`src/hw/rtl/mta_pkg.sv`:
```
// Shared types, constants and the binomial table for the multipole
// translation accumulator. No dependencies.
`timescale 1ns / 1ps

package mta_pkg;

  localparam int MAX_ORDER = 4;
  localparam int NCOMP     = (MAX_ORDER + 1) * (MAX_ORDER + 2) * (MAX_ORDER + 3) / 6;
  localparam int IDX_W     = $clog2(NCOMP);
  localparam int ACC_W     = 48;
  localparam int MUL_A_W   = 33;
  localparam int MUL_B_W   = 22;
  localparam int MUL_Y_W   = MUL_A_W + MUL_B_W;

  localparam logic CMD_ACCUM = 1'b0;
  localparam logic CMD_EMIT  = 1'b1;

  typedef struct packed {
    logic                    wr_en;
    logic                    clr_en;
    logic [IDX_W-1:0]        addr;
    logic signed [ACC_W-1:0] wdata;
  } mem_req_t;

  // C(n,k) for n,k <= MAX_ORDER
  function automatic logic [2:0] binom(input logic [2:0] n, input logic [2:0] k);
    logic [2:0] r;
    r = 3'd0;
    case (n)
      3'd0: if (k == 3'd0) r = 3'd1;
      3'd1: if (k <= 3'd1) r = 3'd1;
      3'd2: begin
        case (k)
          3'd0, 3'd2: r = 3'd1;
          3'd1:       r = 3'd2;
          default:    r = 3'd0;
        endcase
      end
      3'd3: begin
        case (k)
          3'd0, 3'd3: r = 3'd1;
          3'd1, 3'd2: r = 3'd3;
          default:    r = 3'd0;
        endcase
      end
      3'd4: begin
        case (k)
          3'd0, 3'd4: r = 3'd1;
          3'd1, 3'd3: r = 3'd4;
          3'd2:       r = 3'd6;
          default:    r = 3'd0;
        endcase
      end
      default: r = 3'd0;
    endcase
    return r;
  endfunction

endpackage

```
`src/hw/rtl/mta_mul.sv`:
```
// Shared unsigned multiplier for the power, weight and moment products.
// Depends on mta_pkg.
`timescale 1ns / 1ps

module mta_mul (
  input  logic [mta_pkg::MUL_A_W-1:0] a,
  input  logic [mta_pkg::MUL_B_W-1:0] b,
  output logic [mta_pkg::MUL_Y_W-1:0] y
);

  assign y = {{mta_pkg::MUL_B_W{1'b0}}, a} * {{mta_pkg::MUL_A_W{1'b0}}, b};

endmodule

```
`config.mk`:
```
export PLATFORM = sky130hd
export DESIGN_NAME = mta_mul
export DESIGN_NICKNAME = d
export VERILOG_FILES = /design/src/hw/rtl/mta_pkg.sv /design/src/hw/rtl/mta_mul.sv
export SDC_FILE = /design/constraint.sdc
export NUM_CORES = 2
export LEC_CHECK = 0
export BUFFER_PORTS_ARGS = -buffer_cell sky130_fd_sc_hd__buf_2
export CAP_MARGIN = 20
export CORE_AREA = 2 2 161 321
export DETAILED_ROUTE_END_ITERATION = 16
export DIE_AREA = 0 0 163 323
export GPL_TIMING_DRIVEN = 0
export REMOVE_ABC_BUFFERS = 1
export SYNTH_ARGS = -nofsm -noshare
export SYNTH_HDL_FRONTEND = slang
export SYNTH_SLANG_ARGS = --single-unit
```
`constraint.sdc`:
```
create_clock -name vclk -period 8.03
set_clock_uncertainty 0.05 [all_clocks]
set_input_delay 1.2045 -clock vclk [all_inputs]
set_output_delay 1.2045 -clock vclk [all_outputs]
set_load 0.1 [all_outputs]
```
# Word-level counts from Yosys, hierarchy flattened
# Index checks and enable logic that the tools add are counted.
[word_totals]
wordCells = 1
inputBits = 55
reg_bits = 0
output_inout_bits = 55
[classes]
mul = 1
[op_table]
columns = ["op", "count"]
rows = [
  ["$mul 33x22->55", 1],
]

# Longest topological paths before layout
[logic_depth]
depth_word = 1
mapped_depth = 24
ltp_nobuf = 22

# Worst setup path after synthesis
# Ideal clock, no wire load.
[synth_path]
path_kind = "input to output"
from = "input port a[7] (netlist name)"
to = "output port y[51] (netlist name)"
required_ns = 6.775
arrival_ns = 8.539
slack_ns = -1.764
path_stages = 23
path_buffers = 2
cell_sequence = "clkbuf_1 -> nand2_1 -> fa_1 -> inv_1 -> fa_1 -> inv_1 -> fa_1 -> inv_1 -> fa_1 -> fa_1 -> fa_1 -> inv_1 -> fa_1 -> inv_1 -> ha_1 -> clkbuf_1 -> nand4_1 -> or4_1 -> a211oi_2 -> nor2_1 -> o211ai_2 -> a31oi_1 -> xnor2_1"
[synth_between]
elab_chain_len = 1
[synth_lines]
columns = ["item", "line_no", "text"]
rows = [
  ["from (decl)", "mta_mul.sv:6", "input logic [mta_pkg::MUL_A_W-1:0] a,"],
  ["$mul 33x22->55", "mta_mul.sv:11", "assign y = {{mta_pkg::MUL_B_W{1'b0}}, a} * {{mta_pkg::MUL_A_W{1'b0}}, b};"],
  ["to (decl)", "mta_mul.sv:8", "output logic [mta_pkg::MUL_Y_W-1:0] y"],
]
# No other way between the ends.

# Final worst setup path
[layout_path]
from = "input port a[4] (netlist name)"
to = "output port y[50] (netlist name)"
# The elaborated chain is that of the path after synthesis.

==> impl_metrics.json <==
{
  "ys_top_cells_by_count": "fa_1, inv_1, nand2_1",
  "cap_violations": 0,
  "route.detailed.drc": 0,
  "outcome": "finished, violations left",
  "initial_utilization_pct": 45.3,
  "syn_to_final_growth_pct": 25.8,
  "syn_area_um2": 22900,
  "worstMarginPinSlew_ps": 577,
  "seq_area_frac_synth_pct": 0,
  "ys_warn_count": 0,
  "rsz0062_at_grt": "true",
  "dieWidth_um": 163,
  "grt_max_degree": 34,
  "wl_per_cell_um": 23.2,
  "nets": 3533,
  "firstDrtPassIters": 5,
  "grt_remaining_overflow": 0,
  "drt_iter0_drc": 1372,
  "timing.fmax_ghz": 0.111,
  "min_path_cells": 3,
  "drtAntennaViolNets": 0,
  "violations": "negative setup slack",
  "ios": 110,
  "maxSlewHeadroom_pct": 61.1,
  "grt_pass1_vias": 19300,
  "grt_first_pass_wirelength_mm": 113,
  "finalHoldViolations": 0,
  "critPathMaxFanout": 22,
  "synth.top_cells.by_area": "fa_1, inv_1, ha_1",
  "place_area_um2": 23700,
  "hpwlAfterDp_mm": 46.7,
  "grt_usage_pct": 27.9,
  "cp-start-kind": "input pin",
  "fin_ws_ps": -998,
  "synth_cell_type_count": 45,
  "crit_required_ps": 6780,
  "drt-total-wl_mm": 77.8,
  "nClkBuffers": 0,
  "finalSetupViolCount": 36,
  "crit_arrival_ps": 7770,
  "critPathKind": "in2out",
  "place_congestion": 0.883,
  "synth_largest_area_cell": "fa_1",
  "hold_end": "y[0]",
  "antenna_found_initial": 3,
  "synth.avg_cell_area_um2": 8.85,
  "final_cell_area_um2": 28800,
  "final_util_pct": 57.0,
  "die_area_um2": 52600,
  "cp-end-kind": "output port",
  "hp-class": "in2out",
  "num_vias": 18400,
  "slew_viol_final": 0,
  "synth.top_cell.area_share_pct": 54.0,
  "ff_latch_area_um2": 0,
  "postCtsHoldBufs": 0,
  "syn_inst": 2584,
  "rows": 117,
  "io_buffers": 110,
  "fin_crit_ps": 9030,
  "vias_per_cell": 5.50,
  "period_share_pct": 112,
  "drive_above_1_share_pct": 19.7,
  "die_y_um": 323,
  "synthMostInstantiatedCell": "fa_1",
  "seq_cell_count": 0,
  "hold_start": "a[0]",
  "fillerInstances": 4336,
  "core_area_um2": 50500
}
[through the flow]
stage | setup TNS, ps | setup WS, ps | hold WS, ps | instances
after global routing | -28960 | -1110 | 3000 | 3343
after floorplan | -40510 | -1490 | 2810 | 2440
after global placement | -63270 | -2210 | 3200 | 3204
after CTS | -24650 | -1070 | 3070 | 3289
after detailed placement | -61930 | -2150 | 3200 | 3204
final | -23850 | -998 | 2990 | 3345
[critical path: stages]
cell      delay (ps)
buf_12           140
and2_4           180
fa_1             600
inv_2             50
fa_1             500
inv_2             50
fa_1             490
fa_1             540
fa_1             570
fa_2             500
fa_1             550
ha_4             320
buf_6            100
nand4_1          140
nor3_2           240
nand4b_1         130
buf_6            160
a31oi_4          280
nand4_1          240
nand3_2          170
a31oi_1          110
xnor2_1          240
buf_6            260
[kinds of logic (layout without fill, tap and decap cells)]
| family | after synthesis | in the layout | share of synthesized area (%) |
|---|---|---|---|
| adders and majority gates | 787 | 787 | 63.3 |
| and+or+nand+nor | 851 | 851 | 18.1 |
| other | 0 | 2 | 0 |
| buffers and inverters | 723 | 828 | 11.9 |
| xor gates and xnor gates | 54 | 54 | 2.07 |
| AOI/OAI and AO/OA | 169 | 169 | 4.68 |
[worst max path at each step]
stage / from / endpoint / slack (ps) / cells after the start
floorplan: a[15] / y[51] / -1490 / 19
global placement: b[7] / y[51] / -2210 / 20
detailed placement: b[7] / y[45] / -2150 / 20
CTS: b[11] / y[45] / -1070 / 22
global route: a[18] / y[48] / -1110 / 25
finish: a[4] / y[50] / -1000 / 23
[layout by cell type (no fill, tap or decap), types with 11 or more instances in the layout]
| cell type | count |
|---|---|
| fa_1 | 567 |
| inv_1 | 557 |
| nand2_1 | 415 |
| and2_1 | 282 |
| ha_1 | 143 |
| buf_4 | 57 |
| and2_4 | 53 |
| buf_16 | 52 |
| buf_6 | 51 |
| fa_2 | 50 |
| a21oi_1 | 39 |
| ha_4 | 26 |
| buf_12 | 25 |
| clkbuf_16 | 24 |
| inv_2 | 21 |
| nand2_2 | 19 |
| xnor2_1 | 19 |
| o21ai_0 | 18 |
| nor2_1 | 18 |
| nand4_1 | 16 |
| a21oi_2 | 16 |
| xor2_1 | 14 |
| a21o_1 | 14 |
| buf_8 | 14 |
| buf_2 | 13 |
| o21bai_1 | 12 |
| o21ai_2 | 11 |
| xnor2_2 | 11 |
| bufbuf_16 | 11 |
[final cells by class]
class / count / area [um^2] / area share [%]
Antenna cell: 2 / 5.00 / 0.0174
Timing Repair Buffer: 249 / 4180 / 14.5
Multi-Input combinational cell: 1861 / 21600 / 75.0
Inverter: 579 / 2180 / 7.56
Tap cell: 654 / 818 / 2.84
[metal layers]
layer  GRT usage (%)  vias up  wire (um)
met3            3.67      214       7410
met5               0        -          0
met1            39.4     9564      29800
met2            44.9      863      35700
met4            8.83        0       4840
li1                -     7748          -
[repair_timing]
item                                    4_1_cts  5_1_grt
setup buffers                                60       41
pin swaps                                   123      158
cloned                                       26       24
endpoints found under the setup margin       43       41
gates resized for setup                     510      243
Power is left out: the tool's default activity adds up to more than one toggle a clock period on the data nets, which glitch-free logic cannot reach.
