--- src/hw/rtl/mta_pkg.sv ---
// Shared types, constants and the binomial table for the multipole
// translation accumulator. No dependencies.
`timescale 1ns / 1ps

package mta_pkg;

  localparam int MAX_ORDER = 4;
  localparam int NCOMP     = (MAX_ORDER + 1) * (MAX_ORDER + 2) * (MAX_ORDER + 3) / 6;
  localparam int IDX_W     = $clog2(NCOMP);
  localparam int ACC_W     = 48;
  localparam int MUL_A_W   = 33;
  localparam int MUL_B_W   = 22;
  localparam int MUL_Y_W   = MUL_A_W + MUL_B_W;

  localparam logic CMD_ACCUM = 1'b0;
  localparam logic CMD_EMIT  = 1'b1;

  typedef struct packed {
    logic                    wr_en;
    logic                    clr_en;
    logic [IDX_W-1:0]        addr;
    logic signed [ACC_W-1:0] wdata;
  } mem_req_t;

  // C(n,k) for n,k <= MAX_ORDER
  function automatic logic [2:0] binom(input logic [2:0] n, input logic [2:0] k);
    logic [2:0] r;
    r = 3'd0;
    case (n)
      3'd0: if (k == 3'd0) r = 3'd1;
      3'd1: if (k <= 3'd1) r = 3'd1;
      3'd2: begin
        case (k)
          3'd0, 3'd2: r = 3'd1;
          3'd1:       r = 3'd2;
          default:    r = 3'd0;
        endcase
      end
      3'd3: begin
        case (k)
          3'd0, 3'd3: r = 3'd1;
          3'd1, 3'd2: r = 3'd3;
          default:    r = 3'd0;
        endcase
      end
      3'd4: begin
        case (k)
          3'd0, 3'd4: r = 3'd1;
          3'd1, 3'd3: r = 3'd4;
          3'd2:       r = 3'd6;
          default:    r = 3'd0;
        endcase
      end
      default: r = 3'd0;
    endcase
    return r;
  endfunction

endpackage

--- src/hw/rtl/mta_acc_mem.sv ---
// Accumulator store: one write port, one registered read port, per-entry
// valid bits so that reset and emit read back as zero. Depends on mta_pkg.
`timescale 1ns / 1ps

module mta_acc_mem (
  input  logic                            clk,
  input  logic                            rst,
  input  mta_pkg::mem_req_t               req,
  output logic signed [mta_pkg::ACC_W-1:0] rd_data
);

  logic [mta_pkg::ACC_W-1:0] mem [mta_pkg::NCOMP];
  logic [mta_pkg::NCOMP-1:0] valid;
  logic [mta_pkg::ACC_W-1:0] rd_raw;
  logic                      rd_valid;

  always_ff @(posedge clk) begin
    if (req.wr_en) begin
      mem[req.addr] <= req.wdata;
    end
    rd_raw <= mem[req.addr];
  end

  always_ff @(posedge clk) begin
    if (rst) begin
      valid    <= '0;
      rd_valid <= 1'b0;
    end else begin
      rd_valid <= valid[req.addr];
      if (req.wr_en) begin
        valid[req.addr] <= 1'b1;
      end else if (req.clr_en) begin
        valid[req.addr] <= 1'b0;
      end
    end
  end

  assign rd_data = rd_valid ? rd_raw : '0;

endmodule

--- config.mk ---
export PLATFORM = sky130hd
export DESIGN_NAME = mta_acc_mem
export DESIGN_NICKNAME = d
export VERILOG_FILES = /design/src/hw/rtl/mta_pkg.sv /design/src/hw/rtl/mta_acc_mem.sv
export SDC_FILE = /design/constraint.sdc
export NUM_CORES = 2
export LEC_CHECK = 0
export BUFFER_PORTS_ARGS = -buffer_cell sky130_fd_sc_hd__buf_2
export CELL_PAD_IN_SITES_DETAIL_PLACEMENT = 1
export CELL_PAD_IN_SITES_GLOBAL_PLACEMENT = 1
export CORE_MARGIN = 2
export CORE_UTILIZATION = 30
export DETAILED_ROUTE_END_ITERATION = 10
export PLACE_DENSITY_LB_ADDON = 0.1
export SETUP_SLACK_MARGIN = 0.15
export SLEW_MARGIN = 20
export SYNTH_ARGS = -nofsm -noshare
export SYNTH_HDL_FRONTEND = slang
export SYNTH_SLANG_ARGS = --single-unit
--- constraint.sdc ---
create_clock -name clk -period 3 [get_ports clk]
set_input_delay 0.6 -clock clk [delete_from_list [all_inputs] [get_ports clk]]
set_output_delay 0.6 -clock clk [all_outputs]
set_load 0.02 [all_outputs]
After elaboration in Yosys (flattened, before gate mapping)
Memory sizes are Yosys's and may differ from the RTL's. A register that Yosys moved wholly into a read port is not among the register bits.
Index checks and enable logic that the tools add are counted.
{"block": "totals", "ff_bits": 36, "mem_bits_rw": 1680, "output_inout_bits": 48, "word_cells": 19, "mem_count": 1}
{"block": "classes", "n_lt_le_gt_ge": 2, "muxes": 9, "bitwise_logic": 3, "reduce_logical": 2}
{"name": "mem", "words": 35, "width": 48, "read_ports": 1, "rd_ports_with_merged_regs": 1, "wr": 1, "line_no": "mta_acc_mem.sv:12", "rtl": "logic [mta_pkg::ACC_W-1:0] mem [mta_pkg::NCOMP];"}
{"cell": "35-bit two-way mux", "count": 2}
{"cell": "48-bit two-way mux", "count": 1}
{"cell": "35-bit AND", "count": 1}
{"cell": "35-bit inverter", "count": 1}
{"cell": "35-bit OR", "count": 1}
{"cell": "6-bit by 7-bit less-than comparator with 1-bit output (second input constant)", "count": 1}
{"cell": "1-bit binary-select mux with 6-bit select", "count": 1}
{"cell": "1-bit demux with 6-bit select", "count": 1}
{"cell": "6-bit by 1-bit >= comparator with 1-bit output (second input constant)", "count": 1}
{"cell": "1-bit two-way mux", "count": 4}
{"cell": "2-bit nonzero test", "count": 1}
{"cell": "1-bit logical AND", "count": 1}

Logic depth before layout (Yosys ltp)
{"block": "logic_depth", "word_depth": 8, "depth_mapped": 10, "depth_no_buf": 5}

Least setup slack after synthesis
OpenSTA, ideal clock, no wires.
{"block": "synth_timing", "kind": "input port to flip-flop", "start": "in req[49] in the netlist's numbering", "end": "mem mem[12][0] in the netlist's numbering (enable)", "arrival_ns": 2.707, "required_time_ns": 2.598, "path_slack_ns": -0.109, "cell_stages": 7, "n_path_buf": 4, "path_cell_list": "buf_6 -> buf_6 -> buf_6 -> buf_6 -> nor3b_1 -> nand2_1 -> inv_1"}
{"element": "start: declaration", "line_no": "mta_acc_mem.sv:8", "rtl": "input mta_pkg::mem_req_t req,"}
{"element": "end: declaration", "line_no": "mta_acc_mem.sv:12"}
Straight into the memory's write port.

Final worst setup path
{"block": "layout_timing", "start": "reg rd_valid", "end": "out rd_data[25] in the netlist's numbering"}
{"block": "layout_between", "elab_chain_cells": 1}
{"element": "start: declaration", "line_no": "mta_acc_mem.sv:15", "rtl": "logic rd_valid;"}
{"element": "start signal: assignment", "line_no": "mta_acc_mem.sv:29", "rtl": "rd_valid <= valid[req.addr];"}
{"element": "48-bit two-way mux", "line_no": "mta_acc_mem.sv:38", "rtl": "assign rd_data = rd_valid ? rd_raw : '0;"}
{"element": "end: declaration", "line_no": "mta_acc_mem.sv:9", "rtl": "output logic signed [mta_pkg::ACC_W-1:0] rd_data"}
Every way passes these cells.

==> flow_summary.yaml <==
clocking:
  clock_sinks: 1764
  ctsRootBufferMaster: "clkbuf_16"
  cts_tree: "done"
  clock_path_buffers: 3
  cts_buffers: 198
  clk_latency_ns: 0.85
  htreeDepth: 4
  clk_pin_slew_ns: 0.06
worst_setup_path:
  cp.required_ns: 2.40
  reg2regPathDepth: 4
  cp.arrival_ns: 2.00
  crit_type: "reg -> out"
  crit_path_end_kind: "output port"
  r2r_setup_slack_ns: 0.96
  regToRegEndpoint: "rd_raw[21]"
  r2r-start: "mem[22][21]"
  crit_fanout: 4
  worst_setup_path_start_kind: "register"
timing:
  whs_ns: 0.172
  tightest_slew_ns: 0.885
  slew_headroom_pct: 40.8
  fin_crit_sh_pct: 86.7
  layout_setup_ws_ns: 0.400
  fin_tns_setup_ns: 0
  slew_viol_final: 0
  setup_viol: 0
  finalHoldViolations: 0
  max_freq_ghz: 0.385
  fin_worst_skew_ns: 0.0298
  fin_crit_ns: 2.60
  rsz0062_at_grt: "false"
pwr:
  p_clk_share_pct: 44.1
  p_int_uw: 42100
  switching_power_uw: 12200
  p_leak_uw: 0.0264
  power_frac_comb_pct: 5.5
  sequentialPowerShare_pct: 50.3
  swShare_pct: 22.5
  p_per_area_nw_per_um2: 669
  ir_worst_vdd_mv: 0.494
drt:
  wl_um: 256000
  ant_nets: 0
  wire_per_inst_um: 35.7
  drc: 0
  num_vias: 37900
  drtIter0Drc: 3232
  drtPass1Iterations: 7
  routed_via_density: 5.30
global_routing:
  grt_usage_pct: 22.2
  grt_pass1_vias: 39400
  grt_pass1_wl_um: 349000
  grt_start_max_net_pins: 40
  antenna_found_initial: 21
  grt_overflow: 0
placed_design:
  place_hpwl_um: 153000
  dp_slack_ns: -0.218
  routabilityCongestion: 0.799
  portBuffers: 105
  dp.cells: 6775
synthesis:
  avgSynthCellArea_um2: 18.6
  synth-seq-cells: 1764
  synth_cells: 3613
  yosysUniqueCellTypes: 56
  yosys_warnings: 0
  synthTopCellsByArea: "edfxtp_1, mux4_2, mux2i_1"
  syn-num-nets: 3671
  synth_top_cell_area_share_pct: 74.9
  ys_seq_area_share_pct: 77.4
  synth-main-ff-cell: "edfxtp_1"
  synth-edff-count: 1680
  syn_area_um2: 67300
  synth_top_area_cell: "edfxtp_1"
  async_reset_ff_share_pct: 0
floorplan:
  core_um2: 223000
  die_area_um2: 228000
  die_w_um: 478
  fp.dieH_um: 478
  ios: 106
  initial_utilization_pct: 30.2
  rows: 173
finish:
  final_cell_mix: "edfxtp_1, mux2i_1, nand2_1"
  syn_to_final_growth_pct: 20.5
  fillers: 21800
  final_core_util_pct: 36.4
  drive_gt1_share_pct: 24.4
  ff_latch_area_um2: 52100
  multi_input_area_um2: 13900
  mostFrequentLayoutCell: "edfxtp_1"
  final_cells: 7161
  finalNetCount: 4063
min_path:
  holdPathEnd: "rd_raw[1]"
  hold_class: "in -> reg"
  holdPathStages: 3
  min-delay-start: "req[53]"
outcome:
  status: "complete, no violations"
run:
  max_cap_violations: 0
==> sequential cells by signal (all words and copies together), names as in the netlist, named ones only <==
signal	count
mem	1680
rd_valid	1
rd_raw	48
==> layout make-up <==
cell class	count	share of cell area [%]
flip-flops and latches	1764	64.2
multi-input cells	1574	17.1
clock inverters	101	1.04
clock buffers	269	6.80
diodes	11	0.0339
inverters	38	0.338
well taps	2975	4.59
repair buffers	429	5.88
==> cell usage after synthesis, types with 3 or more instances <==
cell	instances
mux4_2	175
a31oi_1	6
buf_1	16
mux2_2	70
nor3b_1	3
o2111ai_1	4
nand4_1	19
a21oi_1	96
a22o_1	24
or3_1	3
a221o_1	14
a222oi_1	4
a22oi_1	83
nor2_1	66
edfxtp_1	1680
buf_2	86
and2_1	59
o221ai_1	20
buf_4	48
a221oi_1	129
nand3_1	13
inv_1	37
o211ai_1	42
a2bb2oi_1	4
dfxtp_1	84
o22ai_1	63
a211oi_1	8
o22a_1	32
buf_6	13
mux2i_1	242
or2_2	4
nand2b_1	6
o21ai_0	123
nand2_1	218
and3_1	6
clkbuf_1	74
nor2b_1	6
o2bb2ai_1	10
==> worst max-delay path by stage <==
stage          slack [ns]  cells after the start  startpoint     endpoint
2_1_floorplan        0.06                      7     req[50]   mem[33][0]
3_5_place_dp        -0.22                      8     req[48]   rd_raw[21]
5_1_grt              0.36                      4    rd_valid  rd_data[25]
3_3_place_gp        -0.25                      8     req[48]   rd_raw[21]
6_report             0.40                      4    rd_valid  rd_data[25]
4_1_cts              0.36                      4    rd_valid  rd_data[25]
==> power by group through the flow <==
stage	Clock, uW	Combinational (uW)	Sequential (uW)
after global routing	25400	3190	27300
after detailed placement	0	3030	27900
after global placement	0	3020	27900
after floorplan	0	1390	27700
after CTS	24600	3060	27300
final	24000	3010	27300
==> metal layers <==
metal  wire (um)  up-vias  global-route usage, %
li1            -    15600                      -
met2      121000      969                   35.8
met3       11600      284                   3.59
met5          47        -                      0
met1      118000    21100                   31.3
met4        5600        8                   5.04
==> repair_timing <==
action / 4_1_cts / 5_1_grt
gates resized for setup: 1 / 0
setup buffers: 5 / 0
hold buffers: 0 / 0
endpoints found under the setup margin: 28 / 0
hold endpoints to repair: 0 / 0
==> through the flow <==
stage	cell area [um^2]	total power [uW]
detailed placement	74700	30900
floorplan	67400	29100
CTS	81100	55000
finish	81200	54300
global route	81100	55900
global placement	74700	30900
==> cells by family (layout without fill, tap and decap cells) <==
logic type,count (synthesis),after routing,share of synthesized area [%]
flops,1764,1764,77.4
compound gates,674,674,7.07
mux,487,487,10.6
simple gates,413,413,2.78
buf+inv,275,837,2.11
other cells,0,11,0
==> worst max-delay path, stage by stage (launching register included) <==
cell and delay, ns:
dfxtp_4 0.37, buf_12 0.14, buf_4 0.17, and2_1 0.24, buf_2 0.20
Note: power is estimated with default switching activity, not from simulation.
